<file path="src/rtl/rpa_ram.sv">
// Simple dual-port synchronous RAM with registered read data.
module rpa_ram #(
  parameter int unsigned DEPTH = 16,
  parameter int unsigned WIDTH = 8,
  localparam int unsigned AW   = $clog2(DEPTH)
) (
  input  logic             clk_i,
  input  logic             we_i,
  input  logic [AW-1:0]    waddr_i,
  input  logic [WIDTH-1:0] wdata_i,
  input  logic             re_i,
  input  logic [AW-1:0]    raddr_i,
  output logic [WIDTH-1:0] rdata_o
);

  logic [WIDTH-1:0] mem [DEPTH];

  always_ff @(posedge clk_i) begin
    if (we_i) begin
      mem[waddr_i] <= wdata_i;
    end
  end

  always_ff @(posedge clk_i) begin
    if (re_i) begin
      rdata_o <= mem[raddr_i];
    end
  end

endmodule

</file>
<file path="config.mk">
export PLATFORM = sky130hd
export DESIGN_NAME = rpa_ram
export DESIGN_NICKNAME = d
export VERILOG_FILES = /design/src/rtl/rpa_ram.sv
export SDC_FILE = /design/constraint.sdc
export NUM_CORES = 1
export LEC_CHECK = 0
export ABC_AREA = 1
export BUFFER_PORTS_ARGS = -buffer_cell sky130_fd_sc_hd__buf_2
export CAP_MARGIN = 15
export CORE_AREA = 2 2 100 126
export DETAILED_ROUTE_END_ITERATION = 8
export DIE_AREA = 0 0 102 128
export PLACE_DENSITY = 0.66
export SLEW_MARGIN = 20
export SYNTH_ARGS = -nofsm -noshare
export SYNTH_HDL_FRONTEND = slang
export SYNTH_SLANG_ARGS = --single-unit
</file>
<file path="constraint.sdc">
create_clock -name clk_i -period 1.9 [get_ports clk_i]
set_input_delay 0.19 -clock clk_i [delete_from_list [all_inputs] [get_ports clk_i]]
set_output_delay 0.19 -clock clk_i [all_outputs]
set_load 0.03 [all_outputs]
</file>
==> run_results.csv <==
group,metric,value,unit
synthesis,yosysUniqueCellTypes,11,
route,num_vias,3876,
setup_path,start_kind,"flip-flop",
route,ant_nets,0,
sta,period_share,0.614,
setup_path,max_stage_delay,0.38,ns
grt,track_usage,0.214,
synthesis,synth_area,0.00585,mm²
clock_network,post_cts.repair.setup_buffers,0,
setup_path,cp.arrival,0.98,ns
synthesis,yosysWarnings,0,
sta,grt_setup_unrepaired,"false",
setup_path,slowest_stage,"edfxtp_1",
finish,area_growth,14.4,%
power_and_ir_drop,p_clk_frac,0.424,
finish,fin_cells,766,
setup_path,critPathKind,"reg2out",
die,rows,45,
route,initialDrtViolationCount,227,
clock_network,clk_transition_reported_paths,0.05,ns
sta,max-slew-margin-rel,0.570,
grt,antenna_found_initial,0,
grt,grt_overflow,0,
power_and_ir_drop,sequentialPowerShare,0.512,
power_and_ir_drop,ir_worst_vdd,0.643,mV
clock_network,cts.sinks,136,
synthesis,syn_nets,570,
setup_path,timing.critical_path.buf_inv,1,
sta,fin_ws,0.732,ns
setup_path,cp.required,1.71,ns
grt,grt_pass1_wl,20200,µm
synthesis,avgSynthCellArea,10.6,µm²
route,drcViolationCount,0,
finish,fin_nets,611,
placed_design,hpwl,7760,µm
die,core_area,0.0119,mm²
setup_path,worstPathCellList,"buf_2",
clock_network,insertion_delay,0.41,ns
placed_design,gp_congestion,0.786,
setup_path,worstPathMaxFanout,1,
clock_network,cts_root_buf,"clkbuf_16",
power_and_ir_drop,intPower,5.24,mW
power_and_ir_drop,p_switching,1.40,mW
grt,grt_start_max_net_pins,65,
status,status,"finished, final reports clean",
setup_path,crit_family,"flip-flops",
power_and_ir_drop,p_sw_frac,0.211,
die,initial_core_util,0.490,
placed_design,port_buffers,26,
die,fp.dieArea,0.0131,mm²
power_and_ir_drop,power_density,993,mW/mm²
worst_hold_path,min_path_type,"in2reg",
placed_design,pre_cts_ws,0.448,ns
sta,finalSetupTns,0,ns
sta,skew,0.00469,ns
synthesis,synthCells,551,
die,ios,27,
power_and_ir_drop,p_comb_frac,0.064,
sta,hold_viol,0,
clock_network,cts-buffers-inserted,17,
power_and_ir_drop,power,6.65,mW
clock_network,cts_tree,"built",
clock_network,cts-resized-gates,0,
placed_design,dp_cells,737,
route,wire_per_inst,16.5,µm
finish,drive_above_1_share,0.113,
synthesis,ys_seq_area_frac,0.698,
sta,drv_slew,0,
power_and_ir_drop,p_leak,2.89,nW
route,via_per_inst,5.06,
clock_network,cts_buffer_depth,2,
clock_network,htreeDepth,4,
route,wl,12600,µm
finish,diodes,0,
sta,period_minus_slack,1.17,ns
setup_path,end_kind,"primary output",
sta,tightest_slew,0.643,ns
grt,grt_pass1_vias,3808,
flow_run,max-cap-violations,0,
synthesis,ys_ff_latch,136,
die,die_w,102,µm
die,die_h,128,µm
clock_network,hold_buffers,0,
sta,setup_viol,0,
route,drt_pre_antenna_iters,5,
sta,max_freq,857,MHz
layer usage:
metal  track usage  share of wire
met2         0.345           0.51
met1         0.267           0.41
met5             0              0
met4         0.116          0.036
met3        0.0474          0.051
area by class of cell:
| type | count | area [µm²] |
|---|---|---|
| clock buffer | 21 | 440 |
| inverter | 102 | 383 |
| sequential | 136 | 4080 |
| clock inverter | 8 | 58.8 |
| tap | 164 | 205 |
| timing repair buffer | 46 | 305 |
| multi-input combinational | 289 | 1210 |
| fill | 1042 | 5250 |
cell families (layout without fill, tap and decap cells):
kind of cell / Yosys count / count (layout) / synth area share
simple gates: 289 / 289 / 0.208
flops: 136 / 136 / 0.698
buf+inv: 126 / 177 / 0.0939
cell usage after synthesis:
library cell | number | area share
inv_2 | 2 | 0.0013
nand2_1 | 173 | 0.11
buf_4 | 4 | 0.0051
edfxtp_1 | 136 | 0.70
nand3b_1 | 2 | 0.0026
buf_1 | 1 | 0.00064
inv_1 | 100 | 0.064
buf_2 | 13 | 0.011
nand3_1 | 97 | 0.083
buf_6 | 6 | 0.012
nor2_1 | 17 | 0.011
path summary, 6_finish.rpt:
| check | startpoint | to | slack (ns) | cells past startpoint |
|---|---|---|---|---|
| setup / recovery | rdata_o[4] | rdata_o[4] | 0.73 | 1 |
| hold / removal | re_i | rdata_o[0] | 0.14 | 1 |
| setup reg to reg | mem[0][7] | rdata_o[7] | 0.76 | 6 |
| hold reg to reg | mem[11][3] | rdata_o[3] | 0.74 | 6 |
power groups by stage:
stage	sequential, mW	clock, mW	combinational (mW)
detailed placement	3.46	0	0.432
CTS	3.40	2.86	0.435
finish	3.40	2.82	0.428
global placement	3.46	0	0.425
global route	3.40	3.00	0.480
floorplan	3.49	0	0.237
flip-flops by register name, indices dropped and copies added (netlist names):
name     cells
mem        128
rdata_o      8
layout by cell type, fill, tap and decap left out:
cell         n
nand2_1    173
edfxtp_1   136
inv_1      100
nand3_1     97
buf_2       26
buf_4       18
nor2_1      17
clkbuf_16   17
clkinv_1     5
clkbuf_1     4
inv_2        2
nand3b_1     2
clkinv_2     2
buf_12       2
bufinv_16    1
metrics by stage:
step | util | hold slack (ns) | area (µm²)
after detailed placement | 0.519 | 0.555 | 6190
after floorplan | - | 0.289 | 5850
after CTS | 0.560 | 0.124 | 6690
final | 0.560 | 0.139 | 6690
after global routing | 0.560 | 0.129 | 6690
after global placement | 0.519 | 0.550 | 6190
No activity file was read; power rests on OpenSTA's default activity.
